===== src/ins_pkg.sv =====
// Shared constants and types for the insertion sorter.
package ins_pkg;

    // Number of cells in the sorting chain
    localparam int unsigned CAPACITY = 16;
    localparam int unsigned DATA_W   = 32;

    // Control state of the sorter
    typedef enum logic {
        ST_FILL,
        ST_DRAIN
    } t_state;

    // Broadcast from the controller to every cell
    typedef struct packed {
        logic                     insert;
        logic                     shift_out;
        logic signed [DATA_W-1:0] value;
    } t_cell_ctl;

    // What a cell shows its neighbors
    typedef struct packed {
        logic                     valid;
        logic                     gt;
        logic signed [DATA_W-1:0] value;
    } t_cell_link;

endpackage


===== src/ins_in_if.sv =====
// Input word channel: value to insert and end-of-set mark.
interface ins_in_if;
    logic               valid;
    logic               ready;
    logic signed [31:0] value;
    logic               end_of_set;

    modport source (output valid, output value, output end_of_set, input ready);
    modport sink   (input valid, input value, input end_of_set, output ready);
endinterface


===== src/ins_out_if.sv =====
// Output word channel: sorted value with final and dropped flags.
interface ins_out_if;
    logic               valid;
    logic               ready;
    logic signed [31:0] sorted_value;
    logic               final_item;
    logic               dropped;

    modport source (output valid, output sorted_value, output final_item,
                    output dropped, input ready);
    modport sink   (input valid, input sorted_value, input final_item,
                    input dropped, output ready);
endinterface


===== src/ins_cell.sv =====
// One cell of the insertion chain: holds one stored value and its valid bit.
module ins_cell
    import ins_pkg::*;
(
    input  logic       i_clk,
    input  logic       i_rst_n,
    input  t_cell_ctl  i_ctl,
    input  t_cell_link i_left,
    input  t_cell_link i_right,
    output t_cell_link o_link
);

    logic                     r_valid;
    logic signed [DATA_W-1:0] r_value;
    logic                     n_valid;
    logic signed [DATA_W-1:0] n_value;
    logic                     w_gt;

    // Stored value strictly above the incoming word: this cell must move up
    assign w_gt = r_valid && (r_value > i_ctl.value);

    assign o_link.valid = r_valid;
    assign o_link.gt    = w_gt;
    assign o_link.value = r_value;

    // Insert: take the left value if it moves up, else take the new word if
    // this is its slot. Drain: pull from the right neighbor toward the head.
    always_comb begin
        n_valid = r_valid;
        n_value = r_value;
        if (i_ctl.shift_out) begin
            n_valid = i_right.valid;
            n_value = i_right.value;
        end else if (i_ctl.insert) begin
            if (i_left.gt) begin
                n_valid = 1'b1;
                n_value = i_left.value;
            end else if (w_gt || (!r_valid && i_left.valid)) begin
                n_valid = 1'b1;
                n_value = i_ctl.value;
            end
        end
    end

    always_ff @(posedge i_clk) begin
        if (!i_rst_n) begin
            r_valid <= 1'b0;
        end else begin
            r_valid <= n_valid;
        end
    end

    // Payload holds no reset
    always_ff @(posedge i_clk) begin
        r_value <= n_value;
    end

endmodule


===== src/insertion_sorter.sv =====
// Insertion sorter top level: controller and chain of sorting cells.
//
// Usage: signed 32-bit words arrive on i_in (valid/ready). Each accepted word
// is inserted into a chain of CAPACITY cells; every cell compares
// against the broadcast word and larger entries move up one place, so equal
// values keep their arrival order. A full chain discards the word and sets
// the dropped flag for the current set.
// A word with end_of_set high is inserted like the others; from the next cycle
// the chain drains through o_out, smallest first, one word per cycle while
// o_out.ready is high. final_item marks the largest word, dropped is high on
// every word of a set that lost elements.
// Throughput: one input word per cycle while filling; input ready is low
// during the drain, in which the stored words leave one by one through the
// single shift path from the chain head to o_out.
// The first sorted word appears on o_out in the cycle after the end-of-set word.
// A receiver stall freezes the chain; nothing is lost or repeated.
// Reset (synchronous, active low) empties the chain and clears the flag;
// the stored values themselves are not cleared.
module insertion_sorter
    import ins_pkg::*;
(
    input  logic i_clk,
    input  logic i_rst_n,
    ins_in_if.sink    i_in,
    ins_out_if.source o_out
);

    t_state     r_state;
    t_state     n_state;
    logic       r_overflow;
    logic       n_overflow;
    t_cell_ctl  w_ctl;
    t_cell_link w_link  [CAPACITY];
    t_cell_link w_left  [CAPACITY];
    t_cell_link w_right [CAPACITY];
    logic [CAPACITY-1:0] w_valid;
    logic       w_full;
    logic       w_in_acc;
    logic       w_out_acc;
    logic       w_last_out;

    // Handshakes
    assign i_in.ready = (r_state == ST_FILL);
    assign w_in_acc   = i_in.valid && i_in.ready;
    assign w_out_acc  = o_out.valid && o_out.ready;
    assign w_full     = w_link[CAPACITY-1].valid;
    assign w_last_out = w_out_acc && !w_link[1].valid;

    // Broadcast to the cells
    assign w_ctl.insert    = w_in_acc && !w_full;
    assign w_ctl.shift_out = w_out_acc;
    assign w_ctl.value     = i_in.value;

    // Chain of cells; the head sees an occupied, never-larger left neighbor
    generate
        for (genvar g = 0; g < CAPACITY; g++) begin : g_cell
            if (g == 0) begin : g_head
                assign w_left[g] = '{valid: 1'b1, gt: 1'b0, value: '0};
            end else begin : g_body
                assign w_left[g] = w_link[g-1];
            end
            if (g == CAPACITY - 1) begin : g_tail
                assign w_right[g] = '{valid: 1'b0, gt: 1'b0, value: '0};
            end else begin : g_mid
                assign w_right[g] = w_link[g+1];
            end
            assign w_valid[g] = w_link[g].valid;

            ins_cell u_cell (
                .i_clk   (i_clk),
                .i_rst_n (i_rst_n),
                .i_ctl   (w_ctl),
                .i_left  (w_left[g]),
                .i_right (w_right[g]),
                .o_link  (w_link[g])
            );
        end
    endgenerate

    // Output word comes straight from the chain head
    assign o_out.valid        = (r_state == ST_DRAIN) && w_link[0].valid;
    assign o_out.sorted_value = w_link[0].value;
    assign o_out.final_item   = !w_link[1].valid;
    assign o_out.dropped      = r_overflow;

    // Next state and overflow flag
    always_comb begin
        n_state    = r_state;
        n_overflow = r_overflow;
        unique case (r_state)
            ST_FILL: begin
                if (w_in_acc && w_full) begin
                    n_overflow = 1'b1;
                end
                if (w_in_acc && i_in.end_of_set) begin
                    n_state = ST_DRAIN;
                end
            end
            ST_DRAIN: begin
                if (w_last_out) begin
                    n_state    = ST_FILL;
                    n_overflow = 1'b0;
                end
            end
            default: begin
                n_state = ST_FILL;
            end
        endcase
    end

    always_ff @(posedge i_clk) begin
        if (!i_rst_n) begin
            r_state    <= ST_FILL;
            r_overflow <= 1'b0;
        end else begin
            r_state    <= n_state;
            r_overflow <= n_overflow;
        end
    end

    // Occupied cells always form an unbroken run from the head
    a_contiguous: assert property (@(posedge i_clk) disable iff (!i_rst_n)
        ((w_valid >> 1) & ~w_valid) == '0)
        else $error("chain has a hole");

    // A word inserted into a chain with room adds exactly one entry
    a_insert_count: assert property (@(posedge i_clk) disable iff (!i_rst_n)
        w_ctl.insert |=> $countones(w_valid) == $past($countones(w_valid)) + 1)
        else $error("insert did not add one entry");

    // A word arriving at a full chain marks the set as dropped
    a_overflow: assert property (@(posedge i_clk) disable iff (!i_rst_n)
        (w_in_acc && w_full) |=> r_overflow)
        else $error("overflow not recorded");

    // Taking the final word empties the chain and reopens the input
    a_drain_end: assert property (@(posedge i_clk) disable iff (!i_rst_n)
        (w_out_acc && o_out.final_item) |=> (r_state == ST_FILL) && !w_valid[0]
            && !r_overflow)
        else $error("drain did not finish cleanly");

endmodule


===== src/flat_wrapper.sv =====
// flat-port wrapper written by rule: the top's interface ports become plain ports
module insertion_sorter_flat import ins_pkg::*;
  (i_clk, i_rst_n, i_in_valid, i_in_value, i_in_end_of_set, i_in_ready, o_out_valid, o_out_sorted_value, o_out_final_item, o_out_dropped, o_out_ready);
  ins_in_if i_in_i ();
  ins_out_if o_out_i ();
  input  logic i_clk;
  input  logic i_rst_n;
  input wire logic [$bits(i_in_i.valid)-1:0] i_in_valid;
  input wire logic [$bits(i_in_i.value)-1:0] i_in_value;
  input wire logic [$bits(i_in_i.end_of_set)-1:0] i_in_end_of_set;
  output wire logic [$bits(i_in_i.ready)-1:0] i_in_ready;
  output wire logic [$bits(o_out_i.valid)-1:0] o_out_valid;
  output wire logic [$bits(o_out_i.sorted_value)-1:0] o_out_sorted_value;
  output wire logic [$bits(o_out_i.final_item)-1:0] o_out_final_item;
  output wire logic [$bits(o_out_i.dropped)-1:0] o_out_dropped;
  input wire logic [$bits(o_out_i.ready)-1:0] o_out_ready;
  assign i_in_i.valid = i_in_valid;
  assign i_in_i.value = i_in_value;
  assign i_in_i.end_of_set = i_in_end_of_set;
  assign i_in_ready = i_in_i.ready;
  assign o_out_valid = o_out_i.valid;
  assign o_out_sorted_value = o_out_i.sorted_value;
  assign o_out_final_item = o_out_i.final_item;
  assign o_out_dropped = o_out_i.dropped;
  assign o_out_i.ready = o_out_ready;
  insertion_sorter u_core (.i_clk(i_clk), .i_rst_n(i_rst_n), .i_in(i_in_i), .o_out(o_out_i));
endmodule

===== config.mk =====
export PLATFORM = sky130hd
export DESIGN_NAME = insertion_sorter_flat
export DESIGN_NICKNAME = d
export VERILOG_FILES = /design/src/ins_pkg.sv /design/src/ins_in_if.sv /design/src/ins_out_if.sv /design/src/ins_cell.sv /design/src/insertion_sorter.sv /design/src/flat_wrapper.sv
export SDC_FILE = /design/constraint.sdc
export NUM_CORES = 2
export LEC_CHECK = 0
export ABC_AREA = 1
export ABC_CLOCK_PERIOD_IN_PS = 11000
export BUFFER_PORTS_ARGS = -buffer_cell sky130_fd_sc_hd__buf_4
export CAP_MARGIN = 20
export CORE_MARGIN = 5
export CORE_UTILIZATION = 46
export DETAILED_ROUTE_END_ITERATION = 6
export SYNTH_ARGS = -nofsm -noshare
export SYNTH_HDL_FRONTEND = slang
export SYNTH_SLANG_ARGS = --single-unit

===== constraint.sdc =====
create_clock -name i_clk -period 11 [get_ports i_clk]
set_clock_uncertainty 0.1 [all_clocks]
set_input_delay 1.1 -clock i_clk [delete_from_list [all_inputs] [get_ports i_clk]]
set_output_delay 1.1 -clock i_clk [all_outputs]
set_load 0.005 [all_outputs]

# == After elaboration in Yosys (flattened, before gate mapping) ==
# Cells that the tools add are included.
# totals
reg_bits,530
in_bits,37
output_inout_bits,36
elab_cells,287
# classes
magnitude_cmp,16
eq_ne,2
muxes,128
n_bitwise,2
n_reduce_logical,105
# op_table
cell,count
2-to-1 mux 32 bit,61
greater-than comparator 32 bit,16
2-to-1 mux 1 bit,65
nonzero test 3 bit,14
logical AND 1 bit,38
AND reduction 2 bit,17
zero test 1 bit,16
logical OR 1 bit,16
nonzero test 2 bit,3
"inequality test 2 bit, second input constant",2
one-hot mux 1 bit (2 select lines),2
NOT 1 bit,2
OR reduction 2 bit,1

# == Depth between registers and ports, before layout ==
# logic_depth
word_depth,7
mapped_depth,21

# == Modules after synthesis ==
# From an unflattened synthesis, not the netlist that was laid out.
# unflattened
cells_unflattened,4933
hier_area_um2,41407.2
# modules_own_cells
module,instances,cells_per_inst,area_per_inst_um2,seq_area_each_um2
ins_cell,16,307,2580.0,980.9
insertion_sorter,1,21,127.6,40.0

# == Worst setup path after synthesis ==
# Ideal clock, no wire load.
# synth_timing
path_kind,input to register
start,input port i_in_value[19]
end,register u_core.g_cell[0].u_cell.r_value[0] (enable)
arrival_ps,5136
t_required_ps,10434
slack_ps,5299
stages,14
path_cell_list,inv_1 > clkbuf_1 > ha_1 > nand2_1 > inv_1 > nand2_1 > nand2_1 > nand2_1 > nand2_1 > a21oi_1 > nand2_1 > nand2_1 > a31oi_1 > o21ai_0
# synth_between
elab_chain_len,5
# synth_lines
item,line,source
start: declaration,flat_wrapper.sv:9,input wire logic [$bits(i_in_i.value)-1:0] i_in_value;
greater-than comparator 32 bit,ins_cell.sv:20,assign w_gt = r_valid && (r_value > i_ctl.value);
logical AND 1 bit,ins_cell.sv:20,
logical OR 1 bit,ins_cell.sv:38,end else if (w_gt || (!r_valid && i_left.valid)) begin
nonzero test 2 bit (no line),-,
AND reduction 2 bit (no line),-,
end signal: assignment,ins_cell.sv:55,r_value <= n_value;
end: declaration,ins_cell.sv:14,logic signed [DATA_W-1:0] r_value;
# No other way between the ends.
# A chain may end at the register's enable or synchronous reset.

# == Worst setup path after layout ==
# layout_timing
start,input port i_in_value[23]
end,register u_core.g_cell[11].u_cell.r_value[20] (enable)
# layout_between
elab_chain_len,5
# layout_lines
item,line
greater-than comparator 32 bit,ins_cell.sv:20
logical AND 1 bit,ins_cell.sv:20
logical OR 1 bit,ins_cell.sv:38
nonzero test 3 bit (no line) (*),-
AND reduction 2 bit (no line) (*),-
end signal: assignment,ins_cell.sv:55
end: declaration,ins_cell.sv:14
# Mark *: on every way between the ends. The rest lies on a longest branch, timed or not.

==> flow_summary.yaml <==
synth:
  synthesis.area_um2: 37900
  seq_area_frac_synth: 0.406
  syn_inst: 4700
  ys.warnings.count: 0
  yosysTopAreaCellShare: 0.380
  syn_avg_cell_area_um2: 8.07
  synth_area_leaders: "edfxtp_1, ha_1, nand2_1, o21ai_0, a21oi_1"
  ys_types: 36
  syn_nets: 5217
  yosys.area.top_type: "edfxtp_1"
  synth.ff_latch_count: 530
final_layout:
  final_common_cell: "nand2_1"
  fillCellCount: 7951
  post-route-util: 0.504
  drive_gt1_frac: 0.0610
  syn_to_final_growth_pct: 8.95
  fin_nets: 5187
  mostFrequentLayoutCells: "nand2_1, o21ai_0, ha_1, edfxtp_1, inv_1"
sta:
  timing.final.hold_violations: 0
  tightest_slew_ps: 1120
  max_freq_mhz: 199
  period_share: 0.458
  slew_headroom: 0.249
  hold_slack_ps: 350
  post-route-min-period_ps: 5040
  rsz0062_at_grt: "false"
  finalSetupTns_ps: 0
  setup-violations-final: 0
  maxSlewViolCount: 0
floorplan:
  initial_core_util: 0.463
  num_rows: 105
  die_h_um: 297
  core_um2: 82000
  die_area_um2: 88300
  ios: 73
  fp.dieW_um: 297
grt:
  grt_overflow_total: 0
  grt_max_degree: 176
  first_global_vias: 31200
  grt_pass1_wl_um: 193000
  grtUsageTotal: 0.283
  antenna_found_initial: 2
setup_path:
  critical_path_class: "primary input to flip-flop"
  startpoint_type: "primary input"
  endpoint_kind: "flip-flop"
  path_delay_family: "buffers and inverters"
  cpPeakStageDelay_ps: 540
  critPathSlowestCell: "inv_1"
  cp_max_fo: 37
  cp.depth: 18
  cp.arrival_ps: 5220
  crit_chain: "buf_4 > clkinv_1 > buf_4 > ha_1 > nand2_1 > nor2_1 > nand4_1 > nor3b_2 > nand2_1 > nand2_1 > nand2_1 > nand2_1 > nand2_2 > buf_4 > nand3b_1 > nand2_1 > inv_1 > buf_4"
  crit_buf_inv: 6
  reg2reg_depth: 14
  cpMostUsedCell: "nand2_1"
  crit_required_ps: 11180
flow_run:
  drv_cap: 0
place:
  routabilityCongestion: 0.901
  dp_hpwl_um: 93400
  numPortBuffers: 72
cts:
  htreeDepth: 3
  cts_hold_buf: 0
  clockRootBuffer: "clkbuf_16"
  cts_resized: 0
  cts_buffers: 67
  clockBufferDepth: 3
  clock_latency_ps: 620
  cts_num_sinks: 530
  clk_pin_slew_ps: 60
  post_cts_buffers: 0
  cts_tree: "yes"
route:
  postRouteAntennaNets: 0
  via_per_inst: 5.74
  vias: 33300
  drt-initial-drc-count: 3254
  remaining_drc_errors: 0
  wirelength_um: 130000
  wl_per_cell_um: 22.4
  drt_first_pass_iters: 7
min_path:
  min_path_type: "flip-flop to flip-flop"
  holdPathStages: 2
power:
  p_leak_nw: 18.1
  vdd_drop_max_uv: 144
  power_density_nw_per_um2: 142
status:
  status: "finished, final reports clean"
## cell type report
class | count | area [µm²] | share of cell area
Multi-Input combinational cell | 3606 | 20100 | 0.485
Sequential cell | 530 | 15400 | 0.373
Clock buffer | 83 | 1790 | 0.0433
Tap cell | 1070 | 1340 | 0.0324
Timing Repair Buffer | 154 | 1240 | 0.0300
Inverter | 311 | 1170 | 0.0284
Clock inverter | 39 | 313 | 0.00757
Antenna cell | 1 | 2.50 | 0.0000606
## kinds of logic (layout without fill, tap and decap cells)
group	Yosys count	after routing	share of synthesized area
AND/OR/NAND/NOR	1931	1931	0.205
AO/OA/AOI/OAI	1195	1195	0.164
buffers and inverters	564	587	0.0656
flip-flops	530	530	0.406
adder cells (fa/ha/maj)	480	480	0.158
other	0	1	0
## flip-flops by register name, summed over array words and instances (netlist names)
name	count
u_core.g_cell.u_cell.r_valid	16
u_core.g_cell.u_cell.r_value	512
u_core.o_out.dropped	1
u_core.r_state	1
## synthesized netlist by cell type (all sizes together)
master / count
a21o: 10
a21oi: 244
a31oi: 41
and2: 4
buf: 88
clkbuf: 165
dfxtp: 50
edfxtp: 480
ha: 480
inv: 311
nand2: 1551
nand3: 151
nand3b: 19
nand4: 32
nor2: 128
nor3: 30
nor3b: 4
nor4: 11
o211ai: 40
o21a: 21
o21ai: 834
o21bai: 4
o22ai: 1
or3: 1
## worst paths after layout
kind                                                     startpoint                                   end  slack (ps)
worst max-delay path                                 i_in_value[23]  u_core.g_cell[11].u_cell.r_value[20]        5960
worst min-delay path                           u_core.o_out.dropped                  u_core.o_out.dropped         350
worst max register to register  u_core.g_cell[2].u_cell.r_value[31]   u_core.g_cell[3].u_cell.r_value[20]        7020
worst min register to register                 u_core.o_out.dropped                  u_core.o_out.dropped         350
## power by group
group / switching [mW] / leakage (nW) / internal, mW
Combinational: 0.719 / 12.3 / 0.377
Clock: 0.926 / 1.03 / 1.25
Sequential: 0.143 / 4.78 / 2.43
Total: 1.79 / 18.1 / 4.06
## stage by stage
| stage | setup WS, ps | total power [mW] | std cells | cell area [µm²] |
|---|---|---|---|---|
| after floorplan | 5300 | 3.30 | 4700 | 37900 |
| after global placement | 5470 | 3.66 | 5666 | 39100 |
| after detailed placement | 5360 | 3.69 | 5668 | 39200 |
| after CTS | 6010 | 5.87 | 5790 | 41300 |
| after global routing | 5720 | 6.12 | 5793 | 41300 |
| final | 5960 | 5.85 | 5794 | 41300 |
## routing by layer
metal  track usage  routed length [µm]  vias to the layer above
li1              -                   -                    16200
met2         0.460               59600                     1290
met5             0                   0                        -
met4         0.106                5510                        0
met1         0.379               54900                    15500
met3        0.0486                9940                      295
## tightest hold or removal path, delay by kind of cell, from the launching register on
kind	cells	cell delay (ps)
AOI/OAI and AO/OA	1	50
buffers and inverters	1	50
DFF	1	310
No activity file was read; power rests on OpenSTA's default activity.
